[config.mk]
export PLATFORM = sky130hd
export DESIGN_NAME = chtlp_ram
export DESIGN_NICKNAME = d
export VERILOG_FILES = /design/src/design/chtlp_ram.sv
export SDC_FILE = /design/constraint.sdc
export NUM_CORES = 1
export LEC_CHECK = 0
export ABC_CLOCK_PERIOD_IN_PS = 2200
export BUFFER_PORTS_ARGS = -buffer_cell sky130_fd_sc_hd__buf_2
export CAP_MARGIN = 0
export CORE_ASPECT_RATIO = 1.75
export CORE_UTILIZATION = 60
export CTS_BUF_LIST = sky130_fd_sc_hd__clkbuf_8
export DETAILED_ROUTE_END_ITERATION = 10
export MAX_ROUTING_LAYER = met4
export PLACE_DENSITY_LB_ADDON = 0.3
export SLEW_MARGIN = 20
export SYNTH_ARGS = -nofsm -noshare
export SYNTH_HDL_FRONTEND = slang
export SYNTH_SLANG_ARGS = --single-unit
[constraint.sdc]
create_clock -name clk -period 2.2 [get_ports clk]
set_clock_uncertainty 0.15 [all_clocks]
set_input_delay 0.11 -clock clk [delete_from_list [all_inputs] [get_ports clk]]
set_output_delay 0.11 -clock clk [all_outputs]
set_load 0.02 [all_outputs]
[src/design/chtlp_ram.sv]
module chtlp_ram #(
  parameter int WIDTH = 8,
  parameter int DEPTH = 16
) (
  input  logic                     clk,
  input  logic                     we,
  input  logic [$clog2(DEPTH)-1:0] waddr,
  input  logic [WIDTH-1:0]         wdata,
  input  logic [$clog2(DEPTH)-1:0] raddr,
  output logic [WIDTH-1:0]         rdata
);

  logic [WIDTH-1:0] mem [DEPTH];

  always_ff @(posedge clk) begin
    if (we) begin
      mem[waddr] <= wdata;
    end
    rdata <= mem[raddr];
  end

endmodule

==> run_results.csv <==
group,metric,value,unit
status,outcome,"completed",
yosys,syn_inst,229,
critical_path,timing.rr.start,"mem[1][0]",
floorplan,ios,26,
sta,finalCritPeriodShare,68.3,%
pwr,power_frac_clock,39.2,%
pwr,power.share.sequential,55.2,%
critical_path,cp-start-kind,"flop",
clocking,cts_buffers,17,
yosys,ys_warn_count,0,
clocking,cts_tree,"built",
pwr,peakVddDrop,0.000508,V
finish,diodes,0,
finish,fin_util,72.0,%
clocking,cts-root-buf,"clkbuf_8",
sta,fin_crit,1500,ps
route,dr_wl_met3,573,um
finish,area_delta_synth_final,16.2,%
floorplan,rows,44,
clocking,cts_num_sinks,136,
yosys,synth_common_cells,"edfxtp_1, mux4_2, a22oi_1",
pwr,cellLeakagePower,2.05,nW
critical_path,reg2reg_depth,3,
global_routing,grt_pass1_vias,2667,
finish,final_cells,420,
min_path,hold_end,"mem[4][6]",
yosys,synth_edf_count,128,
yosys,async_flop_share,0,%
clocking,post_cts_buffers,0,
yosys,yosys.area.top_type,"edfxtp_1",
sta,setup_viol,0,
global_routing,antenna_found_initial,0,
clocking,clk_pin_slew,70,ps
floorplan,fp.dieH,125,um
sta,max_freq,665,MHz
sta,maxSlewHeadroom,50.6,%
sta,fin_setup_tns,0,ps
floorplan,dieArea,8970,sq um
pwr,pwr_density_cell,881,nW/um^2
placement,place_congestion,0.774,
sta,rsz0062_at_grt,"no",
floorplan,die_w,72.0,um
clocking,clk_latency,430,ps
yosys,synth_nets,247,
clocking,htreeDepth,4,
yosys,netlist_area,5150,sq um
route,routed_wirelength,9.28,mm
route,routed-via-count,2483,
yosys,synthFlopType,"edfxtp_1",
sta,worst_pin_slew,740,ps
route,vias_per_cell,5.91,
placement,io_buffers,25,
critical_path,cp.required,2370,ps
floorplan,design.core.area,8310,sq um
global_routing,overflow,0,
pwr,p_comb_share,5.5,%
critical_path,r2r_slack,700,ps
critical_path,crit_fanout,1,
yosys,synth_area_leaders,"edfxtp_1, mux4_2, mux4_1",
critical_path,worst_setup_path_end_kind,"flop",
route,antenna_left,0,
global_routing,grt_pass1_wl,14.7,mm
sta,finalHoldViolations,0,
critical_path,arrival,1670,ps
pwr,switching_share,20.0,%
min_path,worstHoldPathType,"in -> reg",
clocking,cts.path.max_buffers,2,
route,met2_length,4.97,mm
sta,finalMaxSlewViolations,0,
yosys,yosysSeqAreaShare,77.8,%
route,drt_iter0_drc,201,
finish,layout-drive-gt1-share,29.2,%
route,highest_layer,"met4",
yosys,syn_avg_cell_area,22.5,sq um
pwr,p_int,4.22,mW
min_path,min_path_cells,3,
placement,dp_cells,380,
yosys,synth_seq_cells,136,
yosys,yosysTopAreaCellShare,74.7,%
run,drv_cap,0,
placement,dp_hpwl,6.19,mm
global_routing,grt_max_degree,33,
critical_path,critPathKind,"reg -> reg",
critical_path,rr_endpoint,"rdata[0]",
global_routing,grt_util_all_layers,24.7,%
floorplan,start_util,61.9,%
finish,fin_nets,310,
route,dr.pass1.iters,4,
min_path,worstHoldStart,"waddr[0]",
yosys,synth.distinct_cells,19,
yosys,yosysMostFrequentCell,"edfxtp_1",
route,met1Wirelength,3.42,mm
route,drc,0,
route,wire_per_inst,22.1,um
pwr,switching_power,1.05,mW
layer usage:
metal  up-vias  global-route usage, %
li1       1100                      -
met1      1231                   29.3
met2       123                   38.0
met3        29                   6.63
met5         -                      -
met4         0                   14.2
state kept, by name (all words and copies together) (netlist names):
name   flops
mem      128
rdata      8
per-stage QoR:
| step | cell area (sq um) | hold slack, ps | power (mW) | setup slack [ps] |
|---|---|---|---|---|
| floorplan | 5150 | 58.9 | 3.13 | 447 |
| global placement | 5500 | 334 | 3.24 | 548 |
| detailed placement | 5500 | 356 | 3.25 | 481 |
| CTS | 5980 | 45.4 | 5.31 | 691 |
| global route | 5980 | 74.9 | 5.43 | 613 |
| finish | 5980 | 74.0 | 5.27 | 697 |
how the worst max path moves through the flow:
stage	start	slack [ps]	end
2_1_floorplan	waddr[2]	450	mem[0][0]
3_3_place_gp	raddr[0]	550	rdata[1]
3_5_place_dp	raddr[0]	480	rdata[0]
4_1_cts	mem[1][0]	690	rdata[0]
5_1_grt	mem[2][1]	610	rdata[1]
6_report	mem[1][0]	700	rdata[0]
timing repair:
item                      4_1_cts  5_1_grt
hold buffers                    8        0
hold endpoints to repair      128        0
gates resized for setup         0        0
worst max-delay path: stages (launching register included):
cell	delay, ps
edfxtp_1	360
mux4_1	530
a22oi_1	240
nand2_1	100
layout by cell type, fill, tap and decap left out, types with 2 or more instances in the layout:
master,count
clkinv_2,2
dfxtp_1,8
nor2_1,13
mux4_2,18
dlygate4sd3_1,8
nand3b_1,2
clkbuf_8,17
nand2b_1,2
mux4_1,14
edfxtp_1,128
buf_2,25
nand2_1,9
inv_1,3
buf_4,20
nor3_1,4
clkinv_1,5
bufinv_16,4
a22oi_1,16
logic make-up (layout without fill, tap and decap cells):
family	after synthesis	in the layout	synth area share, %
AOI/OAI and AO/OA	16	16	2.33
DFF	136	136	77.8
muxes	32	32	15.0
and+or+nand+nor	35	35	3.18
buffers and inverters	10	86	1.68
area by class of cell:
cell class / count / area [sq um]
multi-input cells: 83 / 1060
flip-flops and latches: 136 / 4000
clock buffers: 17 / 234
fillers: 473 / 2330
clock inverters: 15 / 168
repair buffers: 54 / 375
well taps: 115 / 144
power groups by stage:
| stage | Sequential [mW] | Combinational (mW) | Clock (mW) |
|---|---|---|---|
| 6_report | 2.91 | 0.290 | 2.07 |
| 5_1_grt | 2.91 | 0.315 | 2.20 |
| 4_1_cts | 2.91 | 0.294 | 2.10 |
| 3_5_place_dp | 2.97 | 0.282 | 0 |
| 3_3_place_gp | 2.96 | 0.272 | 0 |
| 2_1_floorplan | 2.98 | 0.147 | 0 |
Power figures use the tool's default switching activity.
