[config.mk]
export PLATFORM = sky130hd
export DESIGN_NAME = chtlp_hash
export DESIGN_NICKNAME = d
export VERILOG_FILES = /design/src/design/chtlp_pkg.sv /design/src/design/chtlp_hash.sv
export SDC_FILE = /design/constraint.sdc
export NUM_CORES = 1
export LEC_CHECK = 0
export ABC_AREA = 1
export BUFFER_PORTS_ARGS = -buffer_cell sky130_fd_sc_hd__clkbuf_2
export CORE_ASPECT_RATIO = 0.6
export CORE_MARGIN = 3
export CORE_UTILIZATION = 40
export CTS_BUF_LIST = sky130_fd_sc_hd__clkbuf_16
export CTS_CLUSTER_DIAMETER = 40
export DETAILED_ROUTE_END_ITERATION = 6
export PLACE_DENSITY_LB_ADDON = 0.1
export SLEW_MARGIN = 10
export SYNTH_ARGS = -nofsm -noshare
export SYNTH_HDL_FRONTEND = slang
export SYNTH_SLANG_ARGS = --single-unit
[constraint.sdc]
create_clock -name clk -period 6.5 [get_ports clk]
set_clock_uncertainty 0.05 [all_clocks]
set_input_delay 0.975 -clock clk [delete_from_list [all_inputs] [get_ports clk]]
set_output_delay 0.975 -clock clk [all_outputs]
set_load 0.02 [all_outputs]
[src/design/chtlp_pkg.sv]
package chtlp_pkg;

  localparam int SLOTS_DEFAULT = 1024;

  localparam int FUNC_W   = 2;
  localparam int COORD_W  = 16;
  localparam int ID_W     = 16;
  localparam int KEY_W    = 3 * COORD_W;
  localparam int STATUS_W = 2;
  localparam int SLOT_W   = 10;
  localparam int TOTAL_W  = 11;

  localparam logic [FUNC_W-1:0] FUNC_LOOKUP = 2'd0;
  localparam logic [FUNC_W-1:0] FUNC_INSERT = 2'd1;
  localparam logic [FUNC_W-1:0] FUNC_REMOVE = 2'd2;

  localparam logic [STATUS_W-1:0] ST_OK   = 2'd0;
  localparam logic [STATUS_W-1:0] ST_MISS = 2'd1;
  localparam logic [STATUS_W-1:0] ST_FULL = 2'd2;

  localparam logic [31:0] HASH_MUL_X = 32'd9;
  localparam logic [31:0] HASH_MUL_Y = 32'd37;
  localparam logic [31:0] HASH_MUL_Z = 32'd149;

endpackage

[src/design/chtlp_hash.sv]
// Home slot unit: forms the 32-bit wrapped weighted sum on start, then reduces
// it modulo SLOTS by a reciprocal multiplication spread over four register
// stages. The home slot is valid when done is high.
module chtlp_hash import chtlp_pkg::*; #(
  parameter int SLOTS = SLOTS_DEFAULT
) (
  input  logic                     clk,
  input  logic                     rst,
  input  logic                     start,
  input  logic [KEY_W-1:0]         key,
  output logic                     done,
  output logic [$clog2(SLOTS)-1:0] home
);

  localparam int IW = $clog2(SLOTS);
  // With RECIP = ceil(2^(32+IW) / SLOTS), the quotient of any 32-bit sum by
  // SLOTS is exactly (sum * RECIP) >> (32 + IW). RECIP fits in 33 bits, so the
  // product is formed from a 17-bit upper half and a 16-bit lower half.
  localparam int SH = 32 + IW;
  localparam longint unsigned RECIP =
      ((64'd1 << SH) + 64'(SLOTS) - 64'd1) / 64'(SLOTS);
  localparam logic [16:0] RECIP_HI = 17'(RECIP >> 16);
  localparam logic [15:0] RECIP_LO = 16'(RECIP);
  localparam logic [31:0] DIVISOR  = 32'(SLOTS);

  logic [31:0]   sx, sy, sz, sum_now;
  logic [31:0]   sum;
  logic [48:0]   prod_hi;
  logic [47:0]   prod_lo;
  logic [64:0]   prod_full;
  logic [31:0]   quot;
  logic [31:0]   back;
  logic [IW-1:0] rem;
  logic [3:0]    stage;

  assign sx = {{(32-COORD_W){key[KEY_W-1]}}, key[KEY_W-1 -: COORD_W]};
  assign sy = {{(32-COORD_W){key[2*COORD_W-1]}}, key[2*COORD_W-1 -: COORD_W]};
  assign sz = {{(32-COORD_W){key[COORD_W-1]}}, key[COORD_W-1:0]};
  assign sum_now = 32'(sx * HASH_MUL_X) + 32'(sy * HASH_MUL_Y) + 32'(sz * HASH_MUL_Z);

  assign prod_full = {prod_hi, 16'b0} + 65'(prod_lo);
  assign home      = rem;

  always_ff @(posedge clk) begin
    if (rst) begin
      stage <= '0;
      done  <= 1'b0;
    end else begin
      stage <= {stage[2:0], start};
      done  <= stage[3];
    end
  end

  // The sum is held from start until the remainder is formed; the later
  // stages simply follow it.
  always_ff @(posedge clk) begin
    if (start) begin
      sum <= sum_now;
    end
    prod_hi <= 49'(sum) * 49'(RECIP_HI);
    prod_lo <= 48'(sum) * 48'(RECIP_LO);
    quot    <= 32'(prod_full >> SH);
    back    <= quot * DIVISOR;
    rem     <= IW'(sum - back);
  end

endmodule

==> results of run 1 <==
==> logic make-up after synthesis <==
logic type / after synthesis
buffers and inverters: 73
adders and majority gates: 89
xor gates and xnor gates: 9
and+or+nand+nor: 78
AOI/OAI and AO/OA: 4
DFF: 25
==> area by class of cell <==
cell class                 instances  area (um^2)
clock buffer                       3         75.1
clock inverter                     1         3.75
fill                             600         3200
inverter                          73          274
multi-input combinational        180         1770
sequential                        25          601
tap                               84          105
timing repair buffer              43          215
==> cell usage after synthesis (all sizes together) <==
master / number / area, um^2
a21oi: 3 / 15.0
a31oi: 1 / 6.26
dfxtp: 15 / 300
edfxtp: 10 / 300
fa: 30 / 601
ha: 59 / 738
inv: 73 / 274
nand2: 53 / 204
nand3: 13 / 70.1
nand3b: 2 / 15.0
nand4: 2 / 12.5
nor2: 8 / 30.0
xnor2: 4 / 35.0
xor2: 5 / 43.8
==> sequential cells by signal, indices dropped and copies added, names as in the netlist <==
signal  cells
home       10
sum        10
done        1
stage       4
==> metrics by stage <==
stage                     setup WS [ns]  cell area [um^2]  hold WS (ns)
final                              1.16              3040         0.290
after global routing              0.907              3040         0.296
after CTS                          1.12              3040         0.292
after detailed placement          0.857              2970         0.277
after global placement            0.875              2970         0.275
after floorplan                    1.29              2650         0.273
==> power breakdown <==
part	switching (W)	total, W	internal [W]
clock network	0.0000494	0.000131	0.0000821
registers	0.0000106	0.000272	0.000261
logic	0.000491	0.000851	0.000359
total	0.000551	0.00125	0.000703
==> per-layer routing <==
layer,up-vias,wire length [um]
li1,955,-
met4,0,44
met1,780,2690
met5,-,0
met2,30,1760
met3,4,166
==> path summary, 6_finish.rpt <==
path               start  cells after the start      end  slack (ns)
setup / recovery  key[1]                     22   sum[9]        1.16
hold / removal    sum[9]                      0  home[9]        0.29
setup reg to reg  sum[0]                      0  home[0]        5.97
hold reg to reg   sum[9]                      0  home[9]        0.29
==> metrics.md, run 1 <==
| Metric | Value |
|---|---|
| Worst-Skew Late Latency | 0.25 ns |
| # diodes | 0 |
| Post-synthesis xor/xnor area fraction | 2.98% |
| Tightest Hold Check Type | flip-flop to flip-flop |
| Sequential area share after synthesis | 22.7% |
| Vias in the first global route | 1738 |
| Crit path max fanout | 4 |
| Chip width | 111 um |
| CP max stage cell | fa_1 |
| Power density over the cells | 412 nW/um^2 |
| Port Buffer Count | 43 |
| Post-synthesis cell type count | 17 |
| Most frequent cells in the layout | inv_1 (73), ha_1 (59), nand2_1 (51), clkbuf_2 (43), fa_1 (30) |
| RSZ-0062 raised after global routing | false |
| Die Ht | 69.0 um |
| Post-Layout Cell Count | 409 |
| Cells after Synth | 278 |
| Clock transition at the registers of the reported paths | 0.06 ns |
| Hold buffer count at CTS | 0 |
| Cell family with most CP delay | adder cells |
| Req. time, crit path | 6.46 ns |
| Fin. Hold Viols | 0 |
| Initial antenna violation count | 0 |
| Syn Std Cell Area | 2650 um^2 |
| Num CTS Buffers | 3 |
| Util after Layout | 48.7% |
| Total Wirelength | 4670 um |
| 1st-iter DRT viols | 49 |
| Cts repair resizes | 0 |
| CTS Sinks | 25 |
| CP endpoint kind | flip-flop |
| Layout cells sized above 1 | 15.4% |
| Multiplexer area fraction after synthesis | 0% |
| Root Driver | clkbuf_16 |
| Simple-Gate Fraction of Synth Area | 12.5% |
| Largest family of logic cells by synthesized area | adder cells |
| Core Box Area | 6250 um^2 |
| Buf+Inv Stages, Crit Path | 5 |
| Final setup viols | 0 |
| Final ANT Viol Nets | 0 |
| Post-CTS setup buffer count | 0 |
| CTS max path bufs | 2 |
| Compound-gate portion of the synthesized area | 0.804% |
| Tot GR Track Use | 13.5% |
| Lkg Pwr | 1.72 nW |
| Vias per cell | 4.33 |
| Final TNS setup | 0 ns |
| Final Cycle Share | 82.2% |
| Die Area | 7660 um^2 |
| DRT Pass-1 Iters | 4 |
| Peak supply drop | 256 uV |
| Std cell rows | 22 |
| Routed length per instance | 11.4 um |
| Fmax achieved | 0.187 GHz |
| Startpoint types | input pin |
| Max stage delay on crit path | 0.56 ns |
| GRT met3 Usage | 2.79% |
| Met1 usage | 20.4% |
| Syn_nets | 418 |
| Worst-path cell chain | clkbuf_2 > ha_1 > ha_1 > fa_1 > inv_1 > fa_1 > fa_1 > inv_1 > fa_1 > ha_1 > ha_1 > nand2_1 > inv_1 > nand4_1 > nand3_1 > nand2_1 > nand2_1 > inv_1 > nand2_1 > nand2_1 > nand2_1 > nand2_1 |
| Max-cap violations | 0 |
| Largest net degree at the start of global routing | 14 |
| Final GP Congestion | 0.833 |
| Nets | 466 |
| Depth of the CTS H-tree | 1 |
| #FFs+latches synth | 25 |
| CTS tree | built |
| Most used cell, CP | nand2_1 |
| Num ports | 62 |
| Synth Area in Adders | 50.6% |
| # DRC | 0 |
| First-pass GRT wire length | 8040 um |
| Min Tclk post-route | 5.34 ns |
| Max Transition Viols Final | 0 |
| Most common cell after layout, fill and taps aside | inv_1 |
| Power, Total | 0.00125 W |
| Initial Util | 42.3% |
| GRT Max-Usage Layer | met1 |
| Worst rel slew slack | 78.9% |
| Mean post-synth cell area | 9.51 um^2 |
| Kind of critical path | input pin to flip-flop |
| Critical Path AT | 5.31 ns |
| Vias post-DR | 1769 |
| Dpl hpwl | 4330 um |
| Layout area overhead | 15.1% |
| Grt ovf | 0 |
| Syn. warnings | 0 |
| Outcome | finished clean |
| Dpl cells | 405 |
| Met2 usage | 20.2% |
| Worst-margin pin slew | 0.314 ns |
Note: power is estimated with default switching activity, not from simulation.
==> run 2, diff against run 1 <==
- ABC_AREA: 1 -> 0
- clock period: 6.5 -> 4.7 ns (I/O delays scaled with it)
==> metrics.md, run 2 <==
| Metric | Value |
|---|---|
| Tightest Hold Check Type | flip-flop to flip-flop (unchanged) |
| Max stage delay on crit path | 0.54 ns (was 0.56 ns) |
| Met2 WL | 1720 um (was 1760 um) |
| Syn Std Cell Area | 2440 um^2 (was 2650 um^2) |
| Lkg Pwr | 1.59 nW (was 1.72 nW) |
| Port Buffer Count | 43 (unchanged) |
| Post-synthesis cell type count | 16 (was 17) |
| Buf+Inv Stages, Crit Path | 7 (was 5) |
| Worst rel slew slack | 74.9% (was 78.9%) |
| Worst-margin pin slew | 0.375 ns (was 0.314 ns) |
| Syn. warnings | 0 (unchanged) |
| Area occupied by multi-input gates | 1780 um^2 (was 1770 um^2) |
| Chip width | 107 um (was 111 um) |
| Tot GR Track Use | 15.2% (was 13.5%) |
| Grt ovf | 0 (unchanged) |
| Die Ht | 66.5 um (was 69.0 um) |
| # diodes | 0 (unchanged) |
| Top layer in use | met4 (unchanged) |
| Final GP Congestion | 0.817 (was 0.833) |
| Min Tclk post-route | 4.55 ns |
| Crit path max fanout | 2 (was 4) |
| Final Cell Area | 3110 um^2 (was 3040 um^2) |
| Most frequent cells in the layout | ha_1 (51), inv_1 (43), clkbuf_2 (42), fa_1 (28), buf_4 (22) (was inv_1 (73), ha_1 (59), nand2_1 (51), clkbuf_2 (43), fa_1 (30)) |
| Metal3 WL | 266 um (was 166 um) |
| Synth area leaders | ha_1 (30%), fa_1 (25%), dfxtp_1 (12%), edfxtp_1 (12%), inv_1 (6.9%) (was ha_1 (28%), fa_1 (23%), dfxtp_1 (11%), edfxtp_1 (11%), inv_1 (10%)) |
| Count leader, synth | ha_1 (was inv_1) |
| Syn_nets | 340 (was 418) |
| Final ANT Viol Nets | 0 (unchanged) |
| Layout area overhead | 27.6% (was 15.1%) |
| Post-synthesis xor/xnor area fraction | 10.2% (was 2.98%) |
| CTS max path bufs | 2 (unchanged) |
| Filler cell count | 539 (was 600) |
| Kind of critical path | input pin to flip-flop (unchanged) |
| Primary FF master, synth | dfxtp_1 (unchanged) |
| Initial Util | 42.6% (was 42.3%) |
| Outcome | finished clean (unchanged) |
| Depth of the CTS H-tree | 1 (unchanged) |
| Mean post-synth cell area | 12.2 um^2 (was 9.51 um^2) |
| Most used cell, CP | fa_1 (was nand2_1) |
| Fin. Hold Viols | 0 (unchanged) |
| Async set-reset flop share out of synthesis | 0% (unchanged) |
| Peak supply drop | 628 uV (was 256 uV) |
| EDFF count, synth | 10 (unchanged) |
| Vias in the first global route | 1672 (was 1738) |
| Layout cells sized above 1 | 32.7% (was 15.4%) |
| Worst-Skew Late Latency | 0.25 ns (about the same) |
| Power density over the cells | 657 nW/um^2 (was 412 nW/um^2) |
| Simple-Gate Fraction of Synth Area | 1.74% (was 12.5%) |
| 1st-iter DRT viols | 43 (was 49) |
| Num ports | 62 (unchanged) |
| RSZ-0062 raised after global routing | false (unchanged) |
| Fmax achieved | 0.220 GHz |
| Nets | 410 (was 466) |
| Sequential area share after synthesis | 24.6% (was 22.7%) |
| Dpl hpwl | 4180 um (was 4330 um) |
| Cell family with most CP delay | adder cells (unchanged) |
| Req. time, crit path | 4.65 ns (was 6.46 ns) |
| CTS tree | built (unchanged) |
| Synth Area in Adders | 54.9% (was 50.6%) |
| Largest family of logic cells by synthesized area | adder cells (unchanged) |
| Met1 wire length | 2640 um (was 2690 um) |
| Cells after Synth | 200 (was 278) |
| Die Area | 7100 um^2 (was 7660 um^2) |
| Multiplexer area fraction after synthesis | 0% (unchanged) |
| DRT Pass-1 Iters | 4 (unchanged) |
| Total Wirelength | 4650 um (was 4670 um) |
| Initial antenna violation count | 0 (unchanged) |
| Share of the synthesized area in the top cell type | 30.3% (was 27.9%) |
| Root Driver | clkbuf_16 (unchanged) |
| #FFs+latches synth | 25 (unchanged) |
| Max-cap violations | 0 (unchanged) |
| Std cell rows | 21 (was 22) |
| Max Transition Viols Final | 0 (unchanged) |
| Critical Path AT | 4.50 ns (was 5.31 ns) |
| CTS Sinks | 25 (unchanged) |
| Routed length per instance | 13.3 um (was 11.4 um) |
| Most common cell after layout, fill and taps aside | ha_1 (was inv_1) |
| Worst-path cell chain | buf_2 > ha_4 > ha_1 > inv_1 > fa_1 > inv_1 > fa_1 > fa_1 > inv_2 > fa_1 > inv_2 > ha_4 > ha_4 > inv_1 > nor2_1 > nor2_2 > buf_4 > xnor2_1 (was clkbuf_2 > ha_1 > ha_1 > fa_1 > inv_1 > fa_1 > fa_1 > inv_1 > fa_1 > ha_1 > ha_1 > nand2_1 > inv_1 > nand4_1 > nand3_1 > nand2_1 > nand2_1 > inv_1 > nand2_1 > nand2_1 > nand2_1 > nand2_1) |
| Hold buffer count at CTS | 0 (unchanged) |
| Startpoint types | input pin (unchanged) |
| Largest net degree at the start of global routing | 15 (was 14) |
| Clock transition at the registers of the reported paths | 0.06 ns (about the same) |
| Compound-gate portion of the synthesized area | 1.64% (was 0.804%) |
| Num CTS Buffers | 3 (unchanged) |
| Top post-synthesis cells by count | ha_1 (59), inv_1 (45), fa_1 (30) (was inv_1 (72), ha_1 (59), nand2_1 (51)) |
| Power, Total | 0.00205 W (was 0.00125 W) |
| Core Box Area | 5730 um^2 (was 6250 um^2) |
| Final setup viols | 0 (unchanged) |
| First-pass GRT wire length | 8100 um (was 8040 um) |
| Area leader, netlist | ha_1 (unchanged) |
| Vias per cell | 4.33 (about the same) |
| # DRC | 0 (unchanged) |
| Area post-placement | 2930 um^2 (was 2970 um^2) |
| CP endpoint kind | flip-flop (unchanged) |
| Final Cycle Share | 96.7% |
| Vias post-DR | 1512 (was 1769) |
| Sequential cell area | 601 um^2 (unchanged) |
| CP max stage cell | fa_1 (unchanged) |
-- run 2: routing by layer --
layer  global-route usage (%)  up-vias
li1                         -      773
met1                     25.3      713
met2                     19.9       24
met3                     3.39        2
met4                     1.44        0
met5                        0        -
-- run 2: cell type report --
| cell class | instances | area share [%] |
|---|---|---|
| clock buffer | 3 | 2.41 |
| clock inverter | 1 | 0.161 |
| inverter | 45 | 5.42 |
| multi-input combinational | 130 | 57.3 |
| sequential | 25 | 19.3 |
| tap | 80 | 3.21 |
| timing repair buffer | 65 | 12.2 |
-- run 2: power breakdown --
part	internal, W	switching (W)
registers	0.000373	0.0000173
clock network	0.000114	0.0000664
logic	0.000773	0.000702
-- run 2: path summary, 6_finish.rpt --
| path | slack, ns | endpoint | from | cells after the start |
|---|---|---|---|---|
| worst min register to register | 0.29 | home[2] | sum[2] | 0 |
| worst min-delay path | 0.29 | home[2] | sum[2] | 0 |
| worst max register to register | 4.14 | done | stage[3] | 1 |
| worst max-delay path | 0.15 | sum[7] | key[6] | 18 |
-- run 2: timing repair --
item | in CTS | in global routing
gates resized for setup | 2 | 16
setup endpoints to repair | 1 | 3
buffers inserted | 0 | 0
hold endpoints to repair | 0 | 0
pin swaps | 5 | 16
-- run 2: cells by family (layout without fill, tap and decap cells) --
logic type,Yosys count,in the layout
adders and majority gates,89,89
and+or+nand+nor,8,8
xor gates and xnor gates,26,26
AOI/OAI and AO/OA,7,7
DFF,25,25
buffers and inverters,45,114
-- run 2: per-stage QoR --
stage | worst slack [ns] | TNS [ns] | hold slack [ns] | utilization [%] | cells
global route | 0.00266 | 0 | 0.295 | 54.4 | 349
CTS | 0.00148 | 0 | 0.291 | 52.7 | 349
global placement | -0.329 | -0.704 | 0.275 | 51.2 | 345
floorplan | 0.00953 | 0 | 0.273 | - | 200
finish | 0.154 | 0 | 0.289 | 54.4 | 349
detailed placement | -0.350 | -0.769 | 0.277 | 51.2 | 345
